File: src/hdl/ras_pkg.sv
`timescale 1ns / 1ps
// ----------------------------------------------------------------------------
// Responsive analog smoother package
// Shared widths, fixed-point constants and register indexes for the smoother
// core and its snap gain divider.
// ----------------------------------------------------------------------------
package ras_pkg;

    // Sample range and fixed-point format of the state.
    localparam int RES       = 1024;
    localparam int FRAC      = 8;
    localparam int SMP_W     = $clog2(RES);
    localparam int TDATA_W   = ((SMP_W + 7) / 8) * 8;

    // Edge-adjusted sample, signed, spans about -RES .. 2*RES.
    localparam int V_W       = SMP_W + 2;
    localparam int ACC_W     = SMP_W + FRAC;
    localparam int ERR_W     = SMP_W + FRAC + 3;
    localparam int DIFF_W    = SMP_W + 1;

    // Error average gain 0.4 as 102/256, rounded half up.
    localparam int EMA_GAIN  = 102;
    localparam int EMA_SHIFT = 8;
    localparam int EMA_HALF  = 1 << (EMA_SHIFT - 1);
    localparam int EMA_W     = ERR_W + 1 + EMA_SHIFT + 1;

    // Snap multiplier in Q1.8, snap gain in Q1.16.
    localparam int MULT_W    = 9;
    localparam int MULT_ONE  = 256;
    localparam int X_W       = DIFF_W + MULT_W;
    localparam int SNAP_FRAC = 16;
    localparam int SNAP_W    = SNAP_FRAC + 1;
    localparam int SNAP_ONE  = 1 << SNAP_FRAC;
    localparam int SNAP_HALF = 1 << (SNAP_FRAC - 1);
    localparam int PROD_W    = ERR_W + SNAP_W + 1;
    localparam int STEP_W    = PROD_W - SNAP_FRAC;

    // Divider operand: only x below MULT_ONE needs a divide.
    localparam int DIV_X_W   = $clog2(MULT_ONE);
    localparam int DIV_D_W   = DIV_X_W + 1;
    localparam int DIV_CNT_W = $clog2(SNAP_FRAC + 1);

    localparam int MAX_ACC   = (RES - 1) << FRAC;

    // Configuration port.
    localparam int PADDR_W   = 4;
    localparam int PDATA_W   = 32;

    typedef enum logic [1:0] {
        REG_SLEEP_EN  = 2'd0,
        REG_EDGE_EN   = 2'd1,
        REG_SNAP_MULT = 2'd2,
        REG_ACT_THR   = 2'd3
    } t_reg_idx;

endpackage

File: src/hdl/ras_snap_div.sv
`timescale 1ns / 1ps
// ----------------------------------------------------------------------------
// Snap gain divider
// Restoring divider computing floor(2*x*2^16 / (x + 256)) for x below 256,
// one quotient bit per cycle.
// ----------------------------------------------------------------------------
module ras_snap_div (
    input  logic                          i_clk,
    input  logic                          i_rst_n,
    input  logic                          i_start,
    input  logic [ras_pkg::DIV_X_W-1:0]   i_x,
    output logic                          o_busy,
    output logic [ras_pkg::SNAP_FRAC-1:0] o_quot
);
    import ras_pkg::*;

    logic [DIV_D_W-1:0]   r_rem;
    logic [DIV_D_W-1:0]   r_dvs;
    logic [SNAP_FRAC-1:0] r_quot;
    logic [DIV_CNT_W-1:0] r_cnt;

    logic [DIV_D_W:0]     rem_shift;
    logic                 fits;

    // One restoring step: shift in a zero bit and try the subtract.
    assign rem_shift = {r_rem, 1'b0};
    assign fits      = rem_shift >= {1'b0, r_dvs};

    // The numerator's bits above the quotient are 2x, already below the
    // divisor, so they seed the remainder directly.
    always_ff @(posedge i_clk) begin
        if (!i_rst_n) begin
            r_cnt <= '0;
        end else if (i_start) begin
            r_rem  <= {i_x, 1'b0};
            r_dvs  <= DIV_D_W'(MULT_ONE) + DIV_D_W'(i_x);
            r_quot <= '0;
            r_cnt  <= DIV_CNT_W'(SNAP_FRAC);
        end else if (r_cnt != '0) begin
            r_rem  <= fits ? DIV_D_W'(rem_shift - {1'b0, r_dvs}) : DIV_D_W'(rem_shift);
            r_quot <= {r_quot[SNAP_FRAC-2:0], fits};
            r_cnt  <= r_cnt - DIV_CNT_W'(1);
        end
    end

    assign o_busy = r_cnt != '0;
    assign o_quot = r_quot;

    // The partial remainder always stays below the divisor.
    a_rem_bound: assert property (@(posedge i_clk) disable iff (!i_rst_n)
        (r_cnt != '0) |-> (r_rem < r_dvs))
        else $error("divider remainder reached the divisor");

    // A new divide is never started over a running one.
    a_no_restart: assert property (@(posedge i_clk) disable iff (!i_rst_n)
        i_start |-> (r_cnt == '0))
        else $error("divider started while busy");

    // The step counter never exceeds one step per quotient bit.
    a_cnt_range: assert property (@(posedge i_clk) disable iff (!i_rst_n)
        r_cnt <= DIV_CNT_W'(SNAP_FRAC))
        else $error("divider step counter out of range");

endmodule

File: src/hdl/responsive_analog_smoother_core.sv
`timescale 1ns / 1ps
// ----------------------------------------------------------------------------
// Responsive analog smoother core
// Smooths 10-bit ADC samples with an adaptive snap gain, optional sleep on
// low error activity and optional edge snapping near the range ends.
// ----------------------------------------------------------------------------
// One sample item is taken at a time. An item that sleeps goes from the sleep
// decision straight to the output step, an item whose snap gain saturates skips
// the divide, and any other item waits for the restoring divide of the snap
// gain and then takes its quotient. The result sits in an output register, so
// the next sample is accepted while a result waits; a finished item waits only
// if the previous result has still not been taken. The user must write the
// configuration registers through the APB port only while the block is idle;
// the block itself does not enforce this.
module responsive_analog_smoother_core (
    input  logic                           i_clk,
    input  logic                           i_rst_n,
    // Sample input; tdata: raw_sample
    input  logic                           i_s_axis_tvalid,
    output logic                           o_s_axis_tready,
    input  logic [ras_pkg::TDATA_W-1:0]    i_s_axis_tdata,
    // Result output; tdata: smoothed_value; tuser: value_changed, is_sleeping
    output logic                           o_m_axis_tvalid,
    input  logic                           i_m_axis_tready,
    output logic [ras_pkg::TDATA_W-1:0]    o_m_axis_tdata,
    output logic [1:0]                     o_m_axis_tuser,
    // Configuration port
    input  logic                           psel,
    input  logic                           penable,
    input  logic                           pwrite,
    input  logic [ras_pkg::PADDR_W-1:0]    paddr,
    input  logic [ras_pkg::PDATA_W-1:0]    pwdata,
    output logic [ras_pkg::PDATA_W-1:0]    prdata,
    output logic                           pready
);
    import ras_pkg::*;

    typedef enum logic [2:0] {
        S_IDLE,
        S_ADJ,
        S_EMA,
        S_SLEEP,
        S_DIV,
        S_MUL,
        S_ACC,
        S_OUT
    } t_state;

    localparam logic signed [V_W-1:0] RES_S = V_W'(RES);

    // Configuration registers.
    logic               r_sleep_en;
    logic               r_edge_en;
    logic [MULT_W-1:0]  r_mult;
    logic [SMP_W-1:0]   r_thr;

    // Filter state and per-item working registers.
    t_state                    r_state;
    logic [ACC_W-1:0]          r_acc;
    logic signed [ERR_W-1:0]   r_err;
    logic [SMP_W-1:0]          r_last;
    logic [SMP_W-1:0]          r_raw;
    logic signed [ERR_W-1:0]   r_d;
    logic [DIFF_W-1:0]         r_diff;
    logic [X_W-1:0]            r_x;
    logic [SNAP_W-1:0]         r_snap;
    logic signed [PROD_W-1:0]  r_prod;
    logic                      r_held;

    // Output register.
    logic               r_o_valid;
    logic [SMP_W-1:0]   r_o_value;
    logic               r_o_changed;
    logic               r_o_sleeping;

    logic                      in_fire;
    logic                      cfg_wr;
    logic [MULT_W-1:0]         mult_sat;
    logic signed [V_W-1:0]     v_in;
    logic signed [V_W-1:0]     thr_s;
    logic signed [V_W-1:0]     v_adj;
    logic signed [V_W-1:0]     acc_int;
    logic signed [V_W-1:0]     diff_s;
    logic signed [V_W-1:0]     diff_abs;
    logic signed [ERR_W-1:0]   d_new;
    logic signed [ERR_W:0]     ema_delta;
    logic signed [EMA_W-1:0]   ema_prod;
    logic signed [ERR_W-1:0]   err_new;
    logic [X_W-1:0]            x_new;
    logic [ERR_W-1:0]          err_abs;
    logic [ERR_W-1:0]          thr_fix;
    logic                      held;
    logic                      x_sat;
    logic                      div_start;
    logic                      div_busy;
    logic [SNAP_FRAC-1:0]      div_quot;
    logic signed [PROD_W-1:0]  snap_prod;
    logic signed [STEP_W-1:0]  acc_sum;
    logic [ACC_W-1:0]          acc_new;
    logic                      out_free;
    logic                      out_load;

    assign in_fire  = i_s_axis_tvalid && o_s_axis_tready;
    assign cfg_wr   = psel && penable && pwrite && pready;
    assign out_free = !r_o_valid || i_m_axis_tready;
    assign out_load = (r_state == S_OUT) && out_free;

    // Multiplier writes whose low nine bits exceed 1.0 saturate to 1.0.
    assign mult_sat = (pwdata[MULT_W-1:0] > MULT_W'(MULT_ONE)) ?
                      MULT_W'(MULT_ONE) : pwdata[MULT_W-1:0];

    // Edge band adjustment, distance to the smoothed value and residual.
    always_comb begin
        v_in  = $signed(V_W'(r_raw));
        thr_s = $signed(V_W'(r_thr));
        v_adj = v_in;
        if (r_sleep_en && r_edge_en) begin
            if (v_in < thr_s) begin
                v_adj = (v_in <<< 1) - thr_s;
            end else if (v_in > RES_S - thr_s) begin
                v_adj = (v_in <<< 1) - RES_S + thr_s;
            end
        end
        acc_int  = $signed(V_W'(r_acc[ACC_W-1:FRAC]));
        diff_s   = v_adj - acc_int;
        diff_abs = diff_s[V_W-1] ? -diff_s : diff_s;
        d_new    = ($signed(ERR_W'(v_adj)) <<< FRAC) - $signed(ERR_W'(r_acc));
    end

    // Error average update and snap curve argument.
    always_comb begin
        ema_delta = $signed((ERR_W+1)'(r_d)) - $signed((ERR_W+1)'(r_err));
        ema_prod  = $signed(EMA_W'(ema_delta)) * $signed(EMA_W'(EMA_GAIN))
                    + $signed(EMA_W'(EMA_HALF));
        err_new   = r_err + ERR_W'(ema_prod >>> EMA_SHIFT);
        x_new     = X_W'(r_diff) * X_W'(r_mult);
    end

    // Sleep decision on the updated error average.
    always_comb begin
        err_abs   = r_err[ERR_W-1] ? ERR_W'(-r_err) : ERR_W'(r_err);
        thr_fix   = ERR_W'({r_thr, FRAC'(0)});
        held      = r_sleep_en && (err_abs < thr_fix);
        x_sat     = r_x >= X_W'(MULT_ONE);
        div_start = (r_state == S_SLEEP) && !held && !x_sat;
    end

    // Apply the snap step and clamp to the valid range.
    always_comb begin
        snap_prod = $signed(PROD_W'(r_d)) * $signed(PROD_W'(r_snap))
                    + $signed(PROD_W'(SNAP_HALF));
        acc_sum   = $signed(STEP_W'(r_acc)) + STEP_W'(r_prod >>> SNAP_FRAC);
        if (acc_sum < 0) begin
            acc_new = '0;
        end else if (acc_sum > $signed(STEP_W'(MAX_ACC))) begin
            acc_new = ACC_W'(MAX_ACC);
        end else begin
            acc_new = ACC_W'(acc_sum);
        end
    end

    ras_snap_div u_div (
        .i_clk   (i_clk),
        .i_rst_n (i_rst_n),
        .i_start (div_start),
        .i_x     (r_x[DIV_X_W-1:0]),
        .o_busy  (div_busy),
        .o_quot  (div_quot)
    );

    // Configuration registers.
    always_ff @(posedge i_clk) begin
        if (!i_rst_n) begin
            r_sleep_en <= 1'b0;
            r_edge_en  <= 1'b1;
            r_mult     <= MULT_W'(3);
            r_thr      <= SMP_W'(4);
        end else if (cfg_wr) begin
            unique case (t_reg_idx'(paddr[PADDR_W-1:2]))
                REG_SLEEP_EN:  r_sleep_en <= pwdata[0];
                REG_EDGE_EN:   r_edge_en  <= pwdata[0];
                REG_SNAP_MULT: r_mult     <= mult_sat;
                REG_ACT_THR:   r_thr      <= pwdata[SMP_W-1:0];
            endcase
        end
    end

    // Register read-back.
    always_comb begin
        unique case (t_reg_idx'(paddr[PADDR_W-1:2]))
            REG_SLEEP_EN:  prdata = PDATA_W'(r_sleep_en);
            REG_EDGE_EN:   prdata = PDATA_W'(r_edge_en);
            REG_SNAP_MULT: prdata = PDATA_W'(r_mult);
            REG_ACT_THR:   prdata = PDATA_W'(r_thr);
        endcase
    end

    assign pready = 1'b1;

    // Item sequencer, filter state and output register.
    always_ff @(posedge i_clk) begin
        if (!i_rst_n) begin
            r_state   <= S_IDLE;
            r_acc     <= '0;
            r_err     <= '0;
            r_last    <= '0;
            r_o_valid <= 1'b0;
        end else begin
            // A result is loaded by the output step and kept until it is taken.
            r_o_valid <= out_load || (r_o_valid && !i_m_axis_tready);
            unique case (r_state)
                S_IDLE: begin
                    if (in_fire) begin
                        r_raw   <= i_s_axis_tdata[SMP_W-1:0];
                        r_state <= S_ADJ;
                    end
                end
                S_ADJ: begin
                    r_d     <= d_new;
                    r_diff  <= DIFF_W'(diff_abs);
                    r_state <= S_EMA;
                end
                S_EMA: begin
                    r_err   <= err_new;
                    r_x     <= x_new;
                    r_state <= S_SLEEP;
                end
                S_SLEEP: begin
                    r_held <= held;
                    if (held) begin
                        r_state <= S_OUT;
                    end else if (x_sat) begin
                        r_snap  <= SNAP_W'(SNAP_ONE);
                        r_state <= S_MUL;
                    end else begin
                        r_state <= S_DIV;
                    end
                end
                S_DIV: begin
                    if (!div_busy) begin
                        r_snap  <= SNAP_W'(div_quot);
                        r_state <= S_MUL;
                    end
                end
                S_MUL: begin
                    r_prod  <= snap_prod;
                    r_state <= S_ACC;
                end
                S_ACC: begin
                    r_acc   <= acc_new;
                    r_state <= S_OUT;
                end
                S_OUT: begin
                    if (out_free) begin
                        r_o_value    <= r_acc[ACC_W-1:FRAC];
                        r_o_changed  <= r_acc[ACC_W-1:FRAC] != r_last;
                        r_o_sleeping <= r_held;
                        r_last       <= r_acc[ACC_W-1:FRAC];
                        r_state      <= S_IDLE;
                    end
                end
            endcase
        end
    end

    assign o_s_axis_tready = r_state == S_IDLE;
    assign o_m_axis_tvalid = r_o_valid;
    assign o_m_axis_tdata  = TDATA_W'(r_o_value);
    assign o_m_axis_tuser  = {r_o_sleeping, r_o_changed};

    // Only one item is in flight: acceptance drops ready for the next cycle.
    a_one_item: assert property (@(posedge i_clk) disable iff (!i_rst_n)
        in_fire |=> !o_s_axis_tready)
        else $error("second item accepted while one is in flight");

    // The smoothed accumulator never leaves the clamped range.
    a_acc_range: assert property (@(posedge i_clk) disable iff (!i_rst_n)
        r_acc <= ACC_W'(MAX_ACC))
        else $error("smoothed accumulator out of range");

    // A held item can only come from an enabled sleep mode.
    a_held_en: assert property (@(posedge i_clk) disable iff (!i_rst_n)
        ((r_state == S_OUT) && r_held) |-> r_sleep_en)
        else $error("item held with sleep disabled");

    // A new result appears only when an item finishes.
    a_out_src: assert property (@(posedge i_clk) disable iff (!i_rst_n)
        $rose(r_o_valid) |-> $past(r_state == S_OUT))
        else $error("result issued outside the output step");

endmodule
File: config.mk
export PLATFORM = sky130hd
export DESIGN_NAME = responsive_analog_smoother_core
export DESIGN_NICKNAME = d
export VERILOG_FILES = /design/src/hdl/ras_pkg.sv /design/src/hdl/ras_snap_div.sv /design/src/hdl/responsive_analog_smoother_core.sv
export SDC_FILE = /design/constraint.sdc
export NUM_CORES = 2
export LEC_CHECK = 0
export BUFFER_PORTS_ARGS = -buffer_cell sky130_fd_sc_hd__buf_2
export CORE_MARGIN = 1.5
export CORE_UTILIZATION = 35
export CTS_BUF_LIST = sky130_fd_sc_hd__clkbuf_8
export CTS_CLUSTER_DIAMETER = 200
export DETAILED_ROUTE_END_ITERATION = 16
export PLACE_DENSITY = 0.62
export SYNTH_ARGS = -nofsm -noshare
export SYNTH_HDL_FRONTEND = slang
export SYNTH_SLANG_ARGS = --single-unit
File: constraint.sdc
create_clock -name i_clk -period 11.9 [get_ports i_clk]
set_clock_uncertainty 0.15 [all_clocks]
set_input_delay 2.38 -clock i_clk [delete_from_list [all_inputs] [get_ports i_clk]]
set_output_delay 2.38 -clock i_clk [all_outputs]
set_load 0.03 [all_outputs]
## Yosys cells after proc, flatten, opt, wreduce, memory -nomap -nowiden

Cells that the tools add are included.

| storage, ports and cells | value |
|---|---|
| bits in registers | 244 |
| input port bits | 59 |
| output and inout port bits | 53 |
| logic and storage cells | 130 |

| operators by class | value |
|---|---|
| add/sub/neg operators | 16 |
| $mul | 3 |
| order comparisons | 8 |
| eq/ne operators | 16 |
| muxes and demuxes | 25 |
| bitwise logic cells | 1 |
| reductions and logical operators | 36 |

Operator list:

| kind | count |
|---|---|
| $pmux W32 S4 | 1 |
| $mux W17 | 3 |
| $add A39 B17 Y39 const B | 1 |
| $mul A21 B18 Y39 | 1 |
| $mux W12 | 3 |
| $mux W18 | 2 |
| $mux W9 | 4 |
| $pmux W17 S2 | 1 |
| $add A29 B9 Y29 const B | 1 |
| $mul A22 B7 Y28 const B | 1 |
| $pmux W3 S8 | 1 |
| $add A19 B23 Y23 | 1 |
| $gt A23 B19 Y1 const B | 1 |
| $lt A23 B1 Y1 const B | 1 |
| $reduce_and A2 Y1 | 11 |
| $sub A21 B21 Y22 | 1 |
| $add A21 B21 Y21 | 1 |
| $lt A21 B18 Y1 | 1 |
| $mux W21 | 1 |
| $neg A21 Y21 | 1 |
| $sub A20 B19 Y21 | 1 |
| $ge A20 B9 Y1 const B | 1 |
| $mul A11 B9 Y20 | 1 |
| $mux W16 | 1 |
| 37 further kinds | 63 |

## Longest topological paths before layout

| depth | value |
|---|---|
| word-level depth | 9 |
| mapped depth | 44 |
| mapped depth without buffers | 43 |

## Cells and area by module

A second synthesis with hierarchy kept.

| second synthesis, totals | value |
|---|---|
| cells, all modules | 3706 |
| area total of the unflattened synthesis | 33931.3 µm² |

Modules (own cells, without submodules):

| module | instances | cells each | area an instance (µm²) | seq. area each (µm²) |
|---|---|---|---|---|
| responsive_analog_smoother_core | 1 | 3538 | 31941.9 | 4934.7 |
| ras_snap_div | 1 | 168 | 1989.4 | 1091.0 |

## Worst setup path after synthesis

Ideal clock, no wire load.

| timing path | value |
|---|---|
| path type | reg2reg |
| start | register r_d[0] |
| end | register r_err[20] |
| setup time | 0.070 ns |
| arrival | 8.261 ns |
| required time | 11.680 ns |
| setup slack | 3.418 ns |
| cell stages (with the launch flop) | 43 |
| buffers on the path | 1 |
| period minus slack after synthesis | 8.482 ns |
| cells stage by stage | edfxtp_1 > clkbuf_1 > inv_1 > ha_1 > fa_1 > nor2b_1 > o21a_1 > o21ai_0 > a21oi_1 > nor2_1 > o21ai_0 > a21o_1 > nor2_1 > xor2_1 > inv_1 > fa_1 > ha_1 > inv_1 > [... 7 more ...] > or2_2 > nor3_1 > o21ai_0 > a222oi_1 > o21ai_0 > xor2_1 > ha_1 > a21oi_1 > nor2b_1 > o21ai_0 > nand2b_1 > a221o_1 > a31o_2 > a31oi_1 > xnor2_1 > xnor2_1 > or3_1 > a21oi_1 |

| between the ends | value |
|---|---|
| cells in the longest elaborated chain, start to end | 4 |

RTL lines:

| item | line | RTL |
|---|---|---|
| start: declaration | responsive_analog_smoother_core.sv:63 | `logic signed [ERR_W-1:0] r_d;` |
| start signal: assignment | responsive_analog_smoother_core.sv:219 | `r_d <= d_new;` |
| $sub A21 B21 Y22 | responsive_analog_smoother_core.sv:132 | `ema_delta = $signed((ERR_W+1)'(r_d)) - $signed((ERR_W+1)'(r_err));` |
| $mul A22 B7 Y28 | responsive_analog_smoother_core.sv:133 | `ema_prod = $signed(EMA_W'(ema_delta)) * $signed(EMA_W'(EMA_GAIN))` |
| $add A29 B9 Y29 | responsive_analog_smoother_core.sv:134 | `+ $signed(EMA_W'(EMA_HALF));` |
| $add A21 B21 Y21 | responsive_analog_smoother_core.sv:135 | `err_new = r_err + ERR_W'(ema_prod >>> EMA_SHIFT);` |
| end signal: assignment | responsive_analog_smoother_core.sv:224 | `r_err <= err_new;` |
| end: declaration | responsive_analog_smoother_core.sv:60 | `logic signed [ERR_W-1:0] r_err;` |

No other way between the ends.
A chain may end at the register's enable or synchronous reset.

## Worst setup path after layout

Same ends and word-level chain as after synthesis.

==> results.json <==
{
  "first_global_vias": 24700,
  "synthesis.area_sq_um": 33700,
  "asyncSetResetFlopFracSynth_pct": 0,
  "die_height_um": 313,
  "synth_compound_gate_area_share_pct": 9.50,
  "grtUsageMet2_pct": 26.2,
  "dpl.hpwl_um": 60400,
  "setup.worst_path.end_class": "flip-flop",
  "worstSkewPairLatency_ns": 0.59,
  "post_synth_mux_area_share_pct": 0.832,
  "grt_overflow_total": 0,
  "chipWidth_um": 313,
  "timing.hold.worst.class": "flip-flop to flip-flop",
  "crit_slowest_cell": "sky130_fd_sc_hd__edfxtp_1",
  "synth_top_area_share_pct": 27.3,
  "synth_top_family_by_area": "adder cells",
  "worstMarginPinSlew_ns": 1.18,
  "setup_viol": 0,
  "timing.final.max_slew_violations": 0,
  "drc_errors": 0,
  "cts.reportedPaths.clkPinSlew_ns": 0.06,
  "largest_fanout_on_the_critical_path": 17,
  "max_clock_freq_mhz": 100,
  "crit_type": "flip-flop to flip-flop",
  "cts_max_level": 2,
  "dominantRegCellSynth": "sky130_fd_sc_hd__edfxtp_1",
  "maxCapViolCount": 0,
  "drt-initial-drc-count": 1174,
  "finalNetCount": 4565,
  "portBuffers": 52,
  "cts.repair.resized": 0,
  "gpl.final_weighted_congestion": 0.876,
  "rsz0062_at_grt": "no",
  "vias_per_cell": 4.89,
  "layout-drive-gt1-share_pct": 4.33,
  "grt_antenna_before_repair": 3,
  "status": "finished clean",
  "netlist_top_cells_area": "sky130_fd_sc_hd__fa_1 27%, sky130_fd_sc_hd__ha_1 13%, sky130_fd_sc_hd__edfxtp_1 13%",
  "ctsLongestPathBuffers": 3,
  "final_critical_path_share_of_the_clock_period_pct": 83.9,
  "cp_common_cell": "sky130_fd_sc_hd__o21ai_0",
  "yosysWarnings": 0,
  "grt_max_degree": 34,
  "grt-busiest-layer": "met2",
  "clock_sinks": 227,
  "routedWlPerCell_um": 15.1,
  "crit_arrival_ns": 10.34,
  "synth_seq_cells": 227,
  "numCtsBuffers": 42,
  "grt_pass1_wl_um": 127000,
  "design.die.area_sq_um": 98100,
  "detail-route-antenna-nets": 0,
  "startpoint_type": "flip-flop",
  "synth.largest_area_cell": "sky130_fd_sc_hd__fa_1",
  "seq_area_frac_synth_pct": 17.9,
  "post_synth_xor_xnor_area_pct": 5.90,
  "post_synth.cell_area_avg_sq_um": 9.12,
  "synth-simple-area-share_pct": 15.2,
  "area_added_between_synthesis_and_finish_pct": 6.59,
  "cts_tree": "built",
  "yosysMostFrequentCell": "sky130_fd_sc_hd__inv_1",
  "core_sq_um": 95200,
  "post_synth_most_frequent_cells": "696 x sky130_fd_sc_hd__inv_1, 459 x sky130_fd_sc_hd__fa_1, 419 x sky130_fd_sc_hd__nand2_1",
  "cts_root_buf": "sky130_fd_sc_hd__clkbuf_8",
  "via_count": 24300,
  "drt_pre_antenna_iters": 5,
  "synth_cell_type_count": 84,
  "tns_ns": 0,
  "timing.final.hold_violations": 0,
  "floorplan.io_pins": 112,
  "grt.total_usage_pct": 15.7,
  "rows": 113,
  "drt_wl_total_um": 75500,
  "synth-adder-area-share_pct": 40.8,
  "post_cts_hold_buffer_count": 0,
  "layout_min_cycle_time_ns": 9.99,
  "number_of_enable_flip_flop_cells_after_synthesis": 148,
  "cts_setup_buffers": 0,
  "required_time_at_the_worst_slack_endpoint_ns": 12.25,
  "gr-usage-met1_pct": 22.0,
  "grt_use_met3_pct": 1.79,
  "initial_utilization_pct": 35.4,
  "slew-limit-headroom_pct": 21.0,
  "crit_path_max_incr_delay_ns": 0.79,
  "post_synth_inst_count": 3694
}
## cell families (layout without fill, tap and decap cells)
kind of cell,after synthesis,in the layout
AOI/OAI and AO/OA,502,502
xor gates and xnor gates,227,227
adders and majority gates,823,823
buffers and inverters,844,838
DFF,227,227
muxes,26,26
other,2,30
and+or+nand+nor,1043,1043
## per-layer routing
layer | routed length, um | vias up
met5 | 0 | -
met4 | 1100 | 0
met3 | 2940 | 77
met2 | 35700 | 420
met1 | 35700 | 12100
li1 | - | 11700
## metrics by stage
step,utilization (%),cell area [sq um],std cells,hold WS (ns),setup WS (ns)
floorplan,-,33800,3721,0.250,3.42
global placement,36.9,35100,4905,0.269,2.02
detailed placement,36.9,35100,4905,0.263,1.94
CTS,37.7,35900,4980,0.280,1.88
global route,37.7,35900,4981,0.281,1.04
finish,37.7,35900,4981,0.282,1.91
## state kept, by name, indices dropped and copies added (netlist names), 3 cells and up
register and count:
r_last 10, u_div.o_quot 16, r_diff 11, r_prod 23, r_acc 18, r_d 21
r_mult 9, r_o_value 10, u_div.r_rem 9, r_x 20, r_err 21, r_state 3
u_div.r_dvs 8, u_div.r_cnt 5, r_thr 10, r_raw 10, r_snap 17
## worst max-delay path, delay by kind of cell, from the launching register on
family | cells | cell delay (ns)
compound gates | 16 | 3.60
xor+xnor | 4 | 0.82
fa+ha+maj | 7 | 2.62
buf+inv | 4 | 0.39
flops | 1 | 0.79
simple gates | 11 | 1.51
## path summary, 6_finish.rpt
kind | startpoint | end | slack, ns | cells after the start
setup / recovery | r_d[0]$_DFFE_PP_ | r_err[20]$_SDFFE_PN0P_ | 1.91 | 42
hold / removal | r_held$_DFFE_PP_ | r_o_sleeping$_DFFE_PP_ | 0.28 | 0
setup reg to reg | r_d[0]$_DFFE_PP_ | r_err[20]$_SDFFE_PN0P_ | 1.91 | 42
hold reg to reg | r_held$_DFFE_PP_ | r_o_sleeping$_DFFE_PP_ | 0.28 | 0
## layout by cell type, fill, tap and decap left out, drive strengths merged, types with 6 or more instances in the layout
cell,count
a22oi,8
clkbuf,46
a21oi,157
nand3,43
a21boi,8
fa,459
nor3,39
mux2i,22
nand4,19
buf,67
xor2,77
a31oi,17
nand2b,26
o211ai,13
nor4,13
a211oi,11
nor2,137
nand2,419
conb,29
o22ai,8
nor2b,37
xnor2,150
o31ai,8
a21o,59
o21ai,111
clkinv,10
and4,7
or2,8
ha,363
inv,711
and2,240
edfxtp,148
o21bai,15
o21a,22
or3,10
dfxtp,79
and3,14
nand3b,12
a221oi,6
## layout make-up
type | count | area, sq um
Sequential cell | 227 | 6030
Clock buffer | 46 | 633
Clock inverter | 29 | 205
Fill cell | 9664 | 59200
Inverter | 696 | 2610
Tap cell | 1265 | 1580
Timing Repair Buffer | 67 | 373
Antenna cell | 1 | 2.50
Multi-Input combinational cell | 2650 | 24500
Power is not shown: default switching activity piles up to over one toggle a cycle in this logic, so the estimate is an artifact.
